`src/rtl/core/fsab_pkg.sv`:
```
package fsab_pkg;

	// field widths
	localparam int SRC_W   = 13;
	localparam int AREA_W  = 11;
	localparam int MARG_W  = 4;
	localparam int COLOR_W = 16;
	localparam int CH_W    = 8;
	localparam int CIDX_W  = 3;
	localparam int CDATA_W = 16;

	// product and accumulator widths
	localparam int PROD_W = AREA_W + SRC_W;     // area x source
	localparam int ACC_W  = SRC_W + SRC_W;      // index x scale term
	localparam int DVD_W  = 24;                 // source x scale numerator

	localparam logic [ACC_W-1:0] PIXEL_LIMIT = ACC_W'(1500000);
	localparam logic [SRC_W-1:0] ROW_MAX     = SRC_W'(8191);
	localparam logic [CH_W-1:0]  ALPHA_OPAQUE = 8'd255;

	// configuration register indexes
	localparam logic [CIDX_W-1:0] CFG_SOURCE_WIDTH  = 3'd0;
	localparam logic [CIDX_W-1:0] CFG_SOURCE_HEIGHT = 3'd1;
	localparam logic [CIDX_W-1:0] CFG_AREA_WIDTH    = 3'd2;
	localparam logic [CIDX_W-1:0] CFG_AREA_HEIGHT   = 3'd3;
	localparam logic [CIDX_W-1:0] CFG_MARGIN        = 3'd4;
	localparam logic [CIDX_W-1:0] CFG_BACKGROUND    = 3'd5;

	typedef enum logic [3:0] {
		ST_IDLE,
		ST_CALC,
		ST_SCALE,
		ST_DIVW_GO,
		ST_DIVW_WAIT,
		ST_DIVH_GO,
		ST_DIVH_WAIT,
		ST_FIN,
		ST_PIX
	} state_t;

	typedef struct packed {
		logic latch;      // hold the frame start pixel
		logic calc;       // sample sizes, reject check, cross products
		logic scale;      // pick scale fraction
		logic div_go;     // launch draw size division
		logic div_h;      // division is for the height
		logic cap_w;      // take draw width from divider
		logic cap_h;      // take draw height from divider
		logic fin;        // offsets and counter restart
		logic step_in;    // process pixel from the input port
		logic step_hold;  // process held pixel
	} cmd_t;

	typedef struct packed {
		logic out_free;
		logic rejected;
		logic div_done;
	} status_t;

endpackage

```
`src/rtl/core/fsab_div.sv`:
```
module fsab_div #(
	parameter int DVD_W = 24,
	parameter int DVS_W = 13
) (
	input  logic             clk,
	input  logic             arst_n,
	input  logic             start,
	input  logic [DVD_W-1:0] dividend,
	input  logic [DVS_W-1:0] divisor,
	output logic [DVD_W-1:0] quotient,
	output logic             done
);
	localparam int CNT_W = $clog2(DVD_W + 1);

	logic [DVD_W-1:0] quo_q;
	logic [DVS_W-1:0] rem_q;
	logic [DVS_W-1:0] dvs_q;
	logic [CNT_W-1:0] cnt_q;
	logic             done_q;
	logic [DVS_W:0]   trial;
	logic             ge;

	// one restoring step per cycle
	assign trial = {rem_q, quo_q[DVD_W-1]};
	assign ge    = (trial >= {1'b0, dvs_q});

	always_ff @(posedge clk or negedge arst_n) begin
		if (!arst_n) begin
			cnt_q  <= '0;
			done_q <= 1'b0;
		end else begin
			done_q <= 1'b0;
			if (start) begin
				cnt_q <= CNT_W'(DVD_W);
			end else if (cnt_q != '0) begin
				cnt_q <= cnt_q - 1'b1;
				if (cnt_q == CNT_W'(1)) done_q <= 1'b1;
			end
		end
	end

	always_ff @(posedge clk) begin
		if (start) begin
			quo_q <= dividend;
			rem_q <= '0;
			dvs_q <= divisor;
		end else if (cnt_q != '0) begin
			rem_q <= ge ? DVS_W'(trial - {1'b0, dvs_q}) : DVS_W'(trial);
			quo_q <= {quo_q[DVD_W-2:0], ge};
		end
	end

	assign quotient = quo_q;
	assign done     = done_q;

endmodule

```
`src/rtl/core/fsab_ctrl.sv`:
```
module fsab_ctrl (
	input  logic             clk,
	input  logic             arst_n,
	input  logic             in_valid,
	input  logic             frame_start,
	output logic             in_ready,
	input  fsab_pkg::status_t status,
	output fsab_pkg::cmd_t   cmd
);
	import fsab_pkg::*;

	state_t state_q, state_d;

	always_ff @(posedge clk or negedge arst_n) begin
		if (!arst_n) state_q <= ST_IDLE;
		else         state_q <= state_d;
	end

	// next state
	always_comb begin
		state_d = state_q;
		case (state_q)
			ST_IDLE: begin
				if (in_valid && status.out_free && frame_start) state_d = ST_CALC;
			end
			ST_CALC:  state_d = ST_SCALE;
			ST_SCALE: state_d = status.rejected ? ST_FIN : ST_DIVW_GO;
			ST_DIVW_GO: state_d = ST_DIVW_WAIT;
			ST_DIVW_WAIT: begin
				if (status.div_done) state_d = ST_DIVH_GO;
			end
			ST_DIVH_GO: state_d = ST_DIVH_WAIT;
			ST_DIVH_WAIT: begin
				if (status.div_done) state_d = ST_FIN;
			end
			ST_FIN: state_d = ST_PIX;
			ST_PIX: begin
				if (status.out_free) state_d = ST_IDLE;
			end
			default: state_d = ST_IDLE;
		endcase
	end

	// outputs
	always_comb begin
		cmd      = '0;
		in_ready = 1'b0;
		case (state_q)
			ST_IDLE: begin
				in_ready      = status.out_free;
				cmd.latch     = in_valid && status.out_free && frame_start;
				cmd.step_in   = in_valid && status.out_free && !frame_start;
			end
			ST_CALC:  cmd.calc  = 1'b1;
			ST_SCALE: cmd.scale = 1'b1;
			ST_DIVW_GO: cmd.div_go = 1'b1;
			ST_DIVW_WAIT: cmd.cap_w = status.div_done;
			ST_DIVH_GO: begin
				cmd.div_go = 1'b1;
				cmd.div_h  = 1'b1;
			end
			ST_DIVH_WAIT: cmd.cap_h = status.div_done;
			ST_FIN: cmd.fin = 1'b1;
			ST_PIX: cmd.step_hold = status.out_free;
			default: cmd = '0;
		endcase
	end

endmodule

```
`src/rtl/core/fsab_dp.sv`:
```
module fsab_dp #(
	parameter int MAX_SOURCE_DIM = 4096,
	parameter int MAX_AREA_DIM   = 1024
) (
	input  logic                          clk,
	input  logic                          arst_n,
	input  logic                          cfg_we,
	input  logic [fsab_pkg::CIDX_W-1:0]   cfg_index,
	input  logic [fsab_pkg::CDATA_W-1:0]  cfg_data,
	input  logic [fsab_pkg::CH_W-1:0]     red,
	input  logic [fsab_pkg::CH_W-1:0]     green,
	input  logic [fsab_pkg::CH_W-1:0]     blue,
	input  logic [fsab_pkg::CH_W-1:0]     alpha,
	input  fsab_pkg::cmd_t                cmd,
	output fsab_pkg::status_t             status,
	input  logic                          out_ready,
	output logic                          out_valid,
	output logic [fsab_pkg::COLOR_W-1:0]  color565,
	output logic [fsab_pkg::AREA_W-1:0]   screen_x,
	output logic [fsab_pkg::AREA_W-1:0]   screen_y,
	output logic                          frame_end
);
	import fsab_pkg::*;

	// configuration
	logic [SRC_W-1:0]   src_w_q, src_h_q;
	logic [AREA_W-1:0]  area_w_q, area_h_q;
	logic [MARG_W-1:0]  margin_q;
	logic [COLOR_W-1:0] bg_q;

	// held frame start pixel
	logic [CH_W-1:0] hold_r_q, hold_g_q, hold_b_q, hold_a_q;

	// per-frame setup
	logic [SRC_W-1:0]  frame_w_q, frame_h_q;
	logic [AREA_W-1:0] aw_q, ah_q;
	logic              rej_q;
	logic [PROD_W-1:0] prod_a_q, prod_b_q;
	logic [SRC_W-1:0]  num_q, den_q;
	logic [AREA_W-1:0] draw_w_q, draw_h_q;
	logic [AREA_W-1:0] off_x_q, off_y_q;

	// stream position and scaled index terms
	logic [SRC_W-1:0]  src_col_q, src_row_q;
	logic [AREA_W-1:0] out_col_q, out_row_q;
	logic [ACC_W-1:0]  cs_q, cd_q, rs_q, rd_q;
	logic              row_sel_q;

	// output register
	logic               out_valid_q;
	logic [COLOR_W-1:0] color_q;
	logic [AREA_W-1:0]  sx_q, sy_q;
	logic               fend_q;

	// divider
	logic [DVD_W-1:0] div_dvd, div_quo;
	logic             div_done;
	logic [SRC_W-1:0] div_size;

	fsab_div #(.DVD_W(DVD_W), .DVS_W(SRC_W)) u_div (
		.clk      (clk),
		.arst_n   (arst_n),
		.start    (cmd.div_go),
		.dividend (div_dvd),
		.divisor  (den_q),
		.quotient (div_quo),
		.done     (div_done)
	);

	assign div_size = cmd.div_h ? frame_h_q : frame_w_q;
	assign div_dvd  = DVD_W'(div_size * num_q);

	logic [AREA_W-1:0] div_draw;
	assign div_draw = (div_quo == '0) ? AREA_W'(1) : div_quo[AREA_W-1:0];

	// size checks and area clamp
	logic [AREA_W-1:0] aw_c, ah_c;
	logic [ACC_W-1:0]  src_area;
	logic              rej_c;

	function automatic logic [AREA_W-1:0] clamp_area(input logic [AREA_W-1:0] a);
		logic [AREA_W-1:0] r;
		r = a;
		if (a == '0) r = AREA_W'(1);
		else if (32'(a) > MAX_AREA_DIM) r = AREA_W'(MAX_AREA_DIM);
		return r;
	endfunction

	assign aw_c     = clamp_area(area_w_q);
	assign ah_c     = clamp_area(area_h_q);
	assign src_area = ACC_W'(src_w_q * src_h_q);
	assign rej_c    = (src_w_q == '0) || (src_h_q == '0) ||
	                  (32'(src_w_q) > MAX_SOURCE_DIM) || (32'(src_h_q) > MAX_SOURCE_DIM) ||
	                  (src_area > PIXEL_LIMIT);

	// scale fraction choice
	logic [SRC_W-1:0] num_c, den_c;
	always_comb begin
		if (prod_a_q <= prod_b_q) begin
			num_c = SRC_W'(aw_q);
			den_c = frame_w_q;
		end else begin
			num_c = SRC_W'(ah_q);
			den_c = frame_h_q;
		end
		if (num_c >= den_c) begin
			num_c = SRC_W'(1);
			den_c = SRC_W'(1);
		end
	end

	// blend over the background with rounding, divide by 255
	function automatic logic [CH_W-1:0] blend(input logic [CH_W-1:0] c,
			input logic [CH_W-1:0] bg, input logic [CH_W-1:0] a);
		logic [15:0] x;
		logic [16:0] t;
		x = 16'(c * a) + 16'(bg * (ALPHA_OPAQUE - a)) + 16'd127;
		t = 17'(x) + 17'(x[15:8]) + 17'd1;
		return t[15:8];
	endfunction

	logic [CH_W-1:0] pr, pg, pb, pa;
	logic [CH_W-1:0] bgr, bgg, bgb;
	logic [CH_W-1:0] cr, cg, cb;

	assign pr = cmd.step_hold ? hold_r_q : red;
	assign pg = cmd.step_hold ? hold_g_q : green;
	assign pb = cmd.step_hold ? hold_b_q : blue;
	assign pa = cmd.step_hold ? hold_a_q : alpha;

	assign bgr = {bg_q[15:11], bg_q[15:13]};
	assign bgg = {bg_q[10:5], bg_q[10:9]};
	assign bgb = {bg_q[4:0], bg_q[4:2]};

	always_comb begin
		if (pa < ALPHA_OPAQUE) begin
			cr = blend(pr, bgr, pa);
			cg = blend(pg, bgg, pa);
			cb = blend(pb, bgb, pa);
		end else begin
			cr = pr;
			cg = pg;
			cb = pb;
		end
	end

	// pixel selection
	logic             step;
	logic             emit;
	logic [ACC_W-1:0] num_a, den_a;
	logic             row_end;
	logic [AREA_W-1:0] out_row_n;
	logic [SRC_W-1:0]  src_row_n;
	logic [ACC_W-1:0]  rs_n, rd_n;
	logic              row_sel_n;

	assign step  = cmd.step_in || cmd.step_hold;
	assign num_a = ACC_W'(num_q);
	assign den_a = ACC_W'(den_q);
	assign emit  = !rej_q && row_sel_q && (out_col_q < draw_w_q) &&
	               (cs_q <= cd_q) && (cd_q < cs_q + num_a);

	assign row_end   = ({1'b0, src_col_q} + 1'b1) >= {1'b0, frame_w_q};
	assign out_row_n = row_sel_q ? out_row_q + 1'b1 : out_row_q;
	assign rd_n      = row_sel_q ? rd_q + den_a : rd_q;
	assign src_row_n = (src_row_q < ROW_MAX) ? src_row_q + 1'b1 : src_row_q;
	assign rs_n      = (src_row_q < ROW_MAX) ? rs_q + num_a : rs_q;
	assign row_sel_n = !rej_q && (out_row_n < draw_h_q) && (rs_n <= rd_n) &&
	                   (rd_n < rs_n + num_a);

	// configuration writes
	always_ff @(posedge clk or negedge arst_n) begin
		if (!arst_n) begin
			src_w_q  <= SRC_W'(1);
			src_h_q  <= SRC_W'(1);
			area_w_q <= AREA_W'(236);
			area_h_q <= AREA_W'(396);
			margin_q <= MARG_W'(2);
			bg_q     <= 16'hFFFF;
		end else if (cfg_we) begin
			case (cfg_index)
				CFG_SOURCE_WIDTH:  src_w_q  <= cfg_data[SRC_W-1:0];
				CFG_SOURCE_HEIGHT: src_h_q  <= cfg_data[SRC_W-1:0];
				CFG_AREA_WIDTH:    area_w_q <= cfg_data[AREA_W-1:0];
				CFG_AREA_HEIGHT:   area_h_q <= cfg_data[AREA_W-1:0];
				CFG_MARGIN:        margin_q <= cfg_data[MARG_W-1:0];
				CFG_BACKGROUND:    bg_q     <= cfg_data;
				default: ;
			endcase
		end
	end

	// held pixel
	always_ff @(posedge clk) begin
		if (cmd.latch) begin
			hold_r_q <= red;
			hold_g_q <= green;
			hold_b_q <= blue;
			hold_a_q <= alpha;
		end
	end

	// cross products for the scale choice
	always_ff @(posedge clk) begin
		if (cmd.calc) begin
			prod_a_q <= PROD_W'(aw_c * src_h_q);
			prod_b_q <= PROD_W'(ah_c * src_w_q);
		end
	end

	// frame setup and stream state
	always_ff @(posedge clk or negedge arst_n) begin
		if (!arst_n) begin
			frame_w_q <= SRC_W'(1);
			frame_h_q <= SRC_W'(1);
			aw_q      <= AREA_W'(1);
			ah_q      <= AREA_W'(1);
			rej_q     <= 1'b0;
			num_q     <= SRC_W'(1);
			den_q     <= SRC_W'(1);
			draw_w_q  <= AREA_W'(1);
			draw_h_q  <= AREA_W'(1);
			off_x_q   <= '0;
			off_y_q   <= '0;
			src_col_q <= '0;
			src_row_q <= '0;
			out_col_q <= '0;
			out_row_q <= '0;
			cs_q      <= '0;
			cd_q      <= '0;
			rs_q      <= '0;
			rd_q      <= '0;
			row_sel_q <= 1'b0;
		end else begin
			if (cmd.calc) begin
				frame_w_q <= (src_w_q == '0) ? SRC_W'(1) : src_w_q;
				frame_h_q <= (src_h_q == '0) ? SRC_W'(1) : src_h_q;
				aw_q      <= aw_c;
				ah_q      <= ah_c;
				rej_q     <= rej_c;
			end
			if (cmd.scale && !rej_q) begin
				num_q <= num_c;
				den_q <= den_c;
			end
			if (cmd.cap_w) draw_w_q <= div_draw;
			if (cmd.cap_h) draw_h_q <= div_draw;
			if (cmd.fin) begin
				off_x_q   <= AREA_W'(margin_q) + ((aw_q - draw_w_q) >> 1);
				off_y_q   <= AREA_W'(margin_q) + ((ah_q - draw_h_q) >> 1);
				src_col_q <= '0;
				src_row_q <= '0;
				out_col_q <= '0;
				out_row_q <= '0;
				cs_q      <= '0;
				cd_q      <= '0;
				rs_q      <= '0;
				rd_q      <= '0;
				row_sel_q <= !rej_q;
			end
			if (step) begin
				if (row_end) begin
					src_col_q <= '0;
					cs_q      <= '0;
					out_col_q <= '0;
					cd_q      <= '0;
					out_row_q <= out_row_n;
					rd_q      <= rd_n;
					src_row_q <= src_row_n;
					rs_q      <= rs_n;
					row_sel_q <= row_sel_n;
				end else begin
					src_col_q <= src_col_q + 1'b1;
					cs_q      <= cs_q + num_a;
					if (emit) begin
						out_col_q <= out_col_q + 1'b1;
						cd_q      <= cd_q + den_a;
					end
				end
			end
		end
	end

	// output register
	always_ff @(posedge clk or negedge arst_n) begin
		if (!arst_n) out_valid_q <= 1'b0;
		else if (step && emit) out_valid_q <= 1'b1;
		else if (out_ready) out_valid_q <= 1'b0;
	end

	always_ff @(posedge clk) begin
		if (step && emit) begin
			color_q <= {cr[7:3], cg[7:2], cb[7:3]};
			sx_q    <= off_x_q + out_col_q;
			sy_q    <= off_y_q + out_row_q;
			fend_q  <= (out_col_q + 1'b1 == draw_w_q) && (out_row_q + 1'b1 == draw_h_q);
		end
	end

	assign status.out_free = !out_valid_q || out_ready;
	assign status.rejected = rej_q;
	assign status.div_done = div_done;

	assign out_valid = out_valid_q;
	assign color565  = color_q;
	assign screen_x  = sx_q;
	assign screen_y  = sy_q;
	assign frame_end = fend_q;

endmodule

```
`src/rtl/core/fit_scale_alpha_blend_rgb565.sv`:
```
// Channel   Handshake              Payload
// input     in_valid / in_ready    red, green, blue, alpha, frame_start
// output    out_valid / out_ready  color565, screen_x, screen_y, frame_end
// config    cfg_we                 cfg_index, cfg_data
//
// An ordinary pixel is accepted in the idle state; if it is drawn, its result is
// registered at the same edge. A new pixel is accepted every cycle while the output
// register drains. A frame start pixel holds the input through the calc, scale,
// division and offset states until the held pixel is processed. The draw width and
// height come from one shared bit-serial divider; a rejected frame start skips them.
// Reset (arst_n low) restores register defaults and the no-frame state.
// A stalled output holds its result and blocks input acceptance.
module fit_scale_alpha_blend_rgb565 #(
	parameter int MAX_SOURCE_DIM = 4096,
	parameter int MAX_AREA_DIM   = 1024
) (
	input  logic                          clk,
	input  logic                          arst_n,
	input  logic                          in_valid,
	output logic                          in_ready,
	input  logic [fsab_pkg::CH_W-1:0]     red,
	input  logic [fsab_pkg::CH_W-1:0]     green,
	input  logic [fsab_pkg::CH_W-1:0]     blue,
	input  logic [fsab_pkg::CH_W-1:0]     alpha,
	input  logic                          frame_start,
	output logic                          out_valid,
	input  logic                          out_ready,
	output logic [fsab_pkg::COLOR_W-1:0]  color565,
	output logic [fsab_pkg::AREA_W-1:0]   screen_x,
	output logic [fsab_pkg::AREA_W-1:0]   screen_y,
	output logic                          frame_end,
	input  logic                          cfg_we,
	input  logic [fsab_pkg::CIDX_W-1:0]   cfg_index,
	input  logic [fsab_pkg::CDATA_W-1:0]  cfg_data
);
	import fsab_pkg::*;

	cmd_t    cmd;
	status_t status;

	fsab_ctrl u_ctrl (
		.clk         (clk),
		.arst_n      (arst_n),
		.in_valid    (in_valid),
		.frame_start (frame_start),
		.in_ready    (in_ready),
		.status      (status),
		.cmd         (cmd)
	);

	fsab_dp #(
		.MAX_SOURCE_DIM (MAX_SOURCE_DIM),
		.MAX_AREA_DIM   (MAX_AREA_DIM)
	) u_dp (
		.clk       (clk),
		.arst_n    (arst_n),
		.cfg_we    (cfg_we),
		.cfg_index (cfg_index),
		.cfg_data  (cfg_data),
		.red       (red),
		.green     (green),
		.blue      (blue),
		.alpha     (alpha),
		.cmd       (cmd),
		.status    (status),
		.out_ready (out_ready),
		.out_valid (out_valid),
		.color565  (color565),
		.screen_x  (screen_x),
		.screen_y  (screen_y),
		.frame_end (frame_end)
	);

endmodule
```
`config.mk`:
```
export PLATFORM = sky130hd
export DESIGN_NAME = fit_scale_alpha_blend_rgb565
export DESIGN_NICKNAME = d
export VERILOG_FILES = /design/src/rtl/core/fsab_pkg.sv /design/src/rtl/core/fsab_div.sv /design/src/rtl/core/fsab_ctrl.sv /design/src/rtl/core/fsab_dp.sv /design/src/rtl/core/fit_scale_alpha_blend_rgb565.sv
export SDC_FILE = /design/constraint.sdc
export NUM_CORES = 2
export LEC_CHECK = 0
export BUFFER_PORTS_ARGS = -buffer_cell sky130_fd_sc_hd__buf_4
export CAP_MARGIN = 20
export CORE_MARGIN = 2
export CORE_UTILIZATION = 34
export CTS_CLUSTER_SIZE = 14
export DETAILED_ROUTE_END_ITERATION = 8
export GPL_TIMING_DRIVEN = 0
export PLACE_DENSITY_LB_ADDON = 0.15
export SYNTH_ARGS = -nofsm -noshare
export SYNTH_HDL_FRONTEND = slang
export SYNTH_SLANG_ARGS = --single-unit
```
`constraint.sdc`:
```
create_clock -name clk -period 9.25 [get_ports clk]
set_input_delay 2.3125 -clock clk [delete_from_list [all_inputs] [get_ports clk]]
set_output_delay 2.3125 -clock clk [all_outputs]
set_load 0.01 [all_outputs]
```
# After elaboration in Yosys (flattened, before gate mapping)
# Cells that the tools add are included.
# totals
reg_bits	520
output_inout_bits	41
wordCells	242
# op_classes
addsub	31
mul	10
magnitude_cmp	17
eq_ne	21
muxes	79
reduce_logical	41
# ops
operator	n
$mux W26	15
$mux W13	13
$mux W11	15
$add A26 B13 Y26	5
$mux W8	7
$le A26 B26 Y1	2
$lt A26 B26 Y1	2
$add A16 B1 Y16 const B	3
$add A16 B16 Y16	3
$add A16 B7 Y16 const B	3
$add A16 B8 Y16	3
$mul A11 B13 Y24	2
$mul A8 B16 Y16	3
$mul A8 B8 Y16	3
$mux W24	2
$pmux W4 S9	1
$ge A14 B13 Y1	2
$add A13 B1 Y13 const B	2
$gt A13 B13 Y1 const B	2
$gt A26 B21 Y1 const B	1
$logic_not A13 Y1	2
$mul A13 B13 Y26	1
$le A24 B24 Y1	1
$logic_not A24 Y1	1
other kinds (40)	105

# Longest topological paths before layout
# logic_depth
ltp_word	11
ltp_mapped	38
ltp_nobuf	32

# Hierarchy
# Synthesis repeated with hierarchy kept, for this count alone.
# hier_totals
hier_cells	7208
hier_area_um2	66485.0
# modules_own_cells
module	n_inst	cells_each	area_each_um2	seq_area_each_um2
fsab_dp	1	6903	63061.7	12101.6
fsab_div	1	270	3064.2	1521.5
fsab_ctrl	1	35	359.1	100.1

# Least setup slack after synthesis
# No wires, ideal clock.
# synth_timing
path_kind	input port to flip-flop
start	in out_ready
end	reg u_dp.color_q[15] (netlist: u_dp.color565[15]) (data pin)
setup_time_ns	0.266
t_arrival_ns	10.392
required_ns	8.984
slack_ns	-1.408
stages	35
cell_sequence	nand2b_1 -> nand2_1 -> buf_4 -> buf_4 -> buf_2 -> buf_1 -> buf_2 -> mux2i_1 -> nor2_1 -> fa_1 -> inv_1 -> fa_1 -> inv_1 -> fa_1 -> fa_1 -> fa_1 -> inv_1 -> fa_1 -> inv_1 -> ha_1 -> a21oi_1 -> o21ai_0 -> a211oi_1 -> o21bai_1 -> o31ai_1 -> xor2_1 -> inv_1 -> ha_1 -> a21o_1 -> a21o_1 -> or2_2 -> o221ai_1 -> nor3_1 -> xnor2_1 -> o21ai_0
# synth_between
elab_chain_cells	10
elab_cells_between_ends	13
cone_classes	5 x add/sub; 2 x mul; 1 x order compare; 4 x mux; 1 x reduce/logical
# synth_rtl
item	line_no	text
start: declaration	fit_scale_alpha_blend_rgb565.sv:27	input logic out_ready,
$logic_or A1 B1 Y1 (*)	fsab_dp.sv:300	assign status.out_free = !out_valid_q || out_ready;
$mux W1 (*)	fsab_ctrl.sv:48	case (state_q)
$mux W8	fsab_dp.sv:129	assign pa = cmd.step_hold ? hold_a_q : alpha;
$sub A8 B8 Y9	fsab_dp.sv:117	x = 16'(c * a) + 16'(bg * (ALPHA_OPAQUE - a)) + 16'd127;
$mul A8 B16 Y16	fsab_dp.sv:117	
$add A16 B16 Y16	fsab_dp.sv:117	
$add A16 B7 Y16	fsab_dp.sv:117	
$add A16 B8 Y16	fsab_dp.sv:118	t = 17'(x) + 17'(x[15:8]) + 17'd1;
$add A16 B1 Y16	fsab_dp.sv:118	
$mux W8 (*)	fsab_dp.sv:136	if (pa < ALPHA_OPAQUE) begin
net u_dp.cr[7]	fsab_dp.sv:124	logic [CH_W-1:0] cr, cg, cb;
end signal: assignment	fsab_dp.sv:293	color_q <= {cr[7:3], cg[7:2], cb[7:3]};
end: declaration	fsab_dp.sv:51	logic [COLOR_W-1:0] color_q;
# Mark *: on every way through the listed nets, which the timed path passes. The rest lies on a longest branch.
# A chain may end at the register's enable or synchronous reset.

# Worst setup path after layout
# Same ends and word-level chain as after synthesis.

==> summary.txt <==
TritonCTS clock tree - done
Input/output buffers - 97
Headroom to the max-slew limit - 21.1%
Time the worst path needs with I/O delays and setup - 9.62 ns
Total of warnings raised by yosys - 0
Max Buffers Root-to-Sink - 3
Final cell count without fillers - 10000
Violated checks - negative setup slack
First-pass detailed-route iteration total - 6
Mapped cell area - 0.0650 mm2
Most common flop cell mapped by yosys - dfrtp_1
Total met2 wirelength after detailed routing - 98500 um
GR Util All Layers - 22.4%
Clock-pin transition on the worst setup and hold timing paths - 0.06 ns
Top-area cell type share of the netlist area - 22.2%
Number of sinks on the clock net - 518
CP bufs+invs - 13
Aggregate routed wire length - 216000 um
Fraction of the mapped netlist area in compound gates - 10.7%
Crit path launch type - input port
Unrepaired setup endpoints after global routing - yes
Worst Max-Slew Pin Slew - 1.18 ns
Data arrival time of the critical path - 10.06 ns
GR Overflow Total - 0
Count of standard-cell rows - 160
I/O pin total - 98
Largest fanout on the critical path - 7
Met1 Wirelength - 99100 um
Core Box Area - 0.190 mm2
Synth async-reset ratio - 67.4%
Number of nets still failing antenna checks after routing - 0
Largest net degree at the start of global routing - 97
Worst path most repeated cell - fa_1
Wire length on met3 - 10500 um
Place WS - -2.51 ns
Syn Area/Cell - 9.12 um2
Area fraction in and, or, nand and nor cells after synthesis - 15.4%
Number of DRC violations after detailed routing - 0
Count of routing violations after the opening detailed-route iteration - 3526
Wire length of the first global-routing pass - 329000 um
Topmost layer with routed signal wires - met4
Die Outline Area - 0.195 mm2
Synth Instances - 7136
Global placer's final weighted congestion - 0.907
Setup slack after layout - -0.371 ns
Die Height - 441 um
Effective utilization at floorplan - 34.2%
Cells taking the most area after synthesis - fa_1 (22%), ha_1 (14%), dfrtp_1 (12%)
Vias in the first global route - 52400
Tightest Hold Check Type - flip-flop to flip-flop
Clock root buffer - clkbuf_16
Initial antenna violation count - 19
Via density per instance - 5.09
Slowest stage delay, CP - 0.53 ns
Wire length per cell after detailed routing - 21.5 um
Dominant delay contributor by cell family on the critical path - adder cells
Yosys cell types - 96
Achievable Freq - 104 MHz
Number of synthesized flops with an enable pin - 156
Placed wire-length estimate after detailed placement - 172000 um
Kind of critical path - input port to flip-flop
Cell type with the highest aggregate area in the netlist - fa_1
Number of nets in the finished design - 8973
Area share of xor/xnor cells in the synthesized design - 4.70%
Synthesized-area fraction occupied by adder cells - 36.6%
Number of buffers inserted during clock tree synthesis - 73
Critical path data required time - 9.69 ns
Final hold violations - 0
Critical Path End Type - flip-flop
Portion of the post-synthesis area used by sequential elements - 21.1%
Deepest level of the CTS H-tree - 3
Max-cap violations - 0
Multiplexer fraction of the synthesized cell area - 3.20%
Run status - complete, but fails checks
Fraction of the cycle the final worst path needs - 104%
Layout overhead on the synthesized area - 14.6%
Clock latency at the later pin of the worst-skew pair - 0.73 ns
Main combinational cell family by area after synthesis - adder cells
Share of final-layout standard cells stronger than drive strength 1 - 11.2%
Cell total after placement - 9755
Setup skew after layout - 0.0738 ns
Fillcell total - 19300
Final-report max-slew violation count - 0
Critical Path Slowest Stage Cell - fa_1
X dimension of the die - 441 um
Flops & latches, synth - 518
Final number of setup-violating endpoints - 16
Total via count after detailed routing - 51100
[sequential cells by signal (all words and copies together) (netlist names), 13 cells and up]
register             count
u_dp.den_q              13
u_dp.u_div.rem_q        13
u_dp.rd_q               26
u_dp.cs_q               26
u_dp.cd_q               26
u_dp.prod_b_q           24
u_dp.src_h_q            13
u_dp.src_row_q          13
u_dp.rs_q               26
u_dp.bg_q               16
u_dp.frame_w_q          13
u_dp.u_div.dvs_q        13
u_dp.prod_a_q           24
u_dp.src_w_q            13
u_dp.src_col_q          13
u_dp.u_div.quotient     24
u_dp.color565           16
u_dp.frame_h_q          13
[stage by stage]
stage / TNS, ns / util [%] / area (um2) / hold WS (ns)
floorplan: -2.32 / - / 65500 / 0.440
global placement: -33.75 / 36.5 / 69400 / 0.466
detailed placement: -33.21 / 36.6 / 69600 / 0.467
CTS: -2.04 / 38.8 / 73800 / 0.481
global route: -6.19 / 39.2 / 74500 / 0.502
finish: -3.16 / 39.2 / 74500 / 0.481
[layout make-up]
type,count,area [um2],area share (%)
sequential,518,13700,18.4
clock inverter,35,507,0.680
clock buffer,101,2070,2.78
antenna,9,22.5,0.0302
timing repair buffer,235,2070,2.78
multi-input combinational,5209,47400,63.5
buffer,276,1380,1.86
tap,2511,3140,4.21
inverter,1132,4250,5.70
[synthesized netlist by cell type (17+ instances only)]
master    instances
o22ai_1          19
xor2_1          118
nand3_1          98
nand2_1         985
o21bai_1         27
ha_1            749
nor2b_1          66
a211oi_1         36
mux2i_1          66
fa_1            722
nor2_1          294
or2_2            18
nor4_1           31
nor3_1           78
and3_1           63
a31o_2           26
edfxtp_1        156
o21ai_0         295
dfrtp_1         313
a21oi_1         223
a21o_1          139
o21a_1           42
o211ai_1         23
o31ai_1          25
dfstp_2          36
nand2b_1         52
and2_1          305
clkbuf_1        245
nand4_1          39
a22o_1           29
a31oi_1          50
or3_1            28
a211o_1          17
mux2_2          126
xnor2_1         225
inv_1          1131
[cell families after synthesis]
| group | count (synthesis) |
|---|---|
| compound gates | 1079 |
| xor+xnor | 346 |
| fa+ha+maj | 1471 |
| buf+inv | 1411 |
| flops | 518 |
| mux | 192 |
| other cells | 1 |
| simple gates | 2118 |
[tightest hold or removal path, cell delays in order (launching register included)]
cell	delay, ns
dfrtp_1	0.34
nand2_1	0.05
nand2_1	0.06
[cell usage in the layout (no fill, tap or decap), types with 139 or more instances in the layout]
cell type / synthesis / final
inv_1: 1131 / 1109
nand2_1: 985 / 972
ha_1: 749 / 721
fa_1: 722 / 694
dfrtp_1: 313 / 313
and2_1: 305 / 298
nor2_1: 294 / 284
o21ai_0: 295 / 275
clkbuf_1: 245 / 234
xnor2_1: 225 / 208
buf_4: 5 / 208
a21oi_1: 223 / 207
edfxtp_1: 156 / 156
a21o_1: 139 / 139
[repair_timing]
| item | CTS | global route |
|---|---|---|
| setup buffers | 82 | 44 |
| resized for setup | 214 | 100 |
| endpoints found under the setup margin | 16 | 16 |
| hold buffers | 0 | 0 |
| pin swaps | 107 | 107 |
| cloned | 2 | 0 |
[per-layer routing]
layer,track usage [%],up-vias
met2,36.0,1180
met3,2.90,273
li1,-,24000
met4,7.24,0
met5,0,-
met1,31.3,25600
[worst paths after layout]
kind | slack, ns | end | start | cells past startpoint
max | -0.37 | u_dp.color565[15] | out_ready | 37
min | 0.48 | u_dp.off_x_q[0] | u_dp.off_x_q[0] | 2
max reg2reg | 0.34 | u_dp.color565[15] | u_ctrl.state_q[2] | 37
min reg2reg | 0.48 | u_dp.off_x_q[0] | u_dp.off_x_q[0] | 2
max in group asynchronous | 6.47 | u_dp.cs_q[19] | arst_n | 2
min in group asynchronous | 1.67 | u_dp.u_div.cnt_q[4] | arst_n | 1
Power is left out: the tool's default activity adds up to more than one toggle a clock period on the data nets, which glitch-free logic cannot reach.
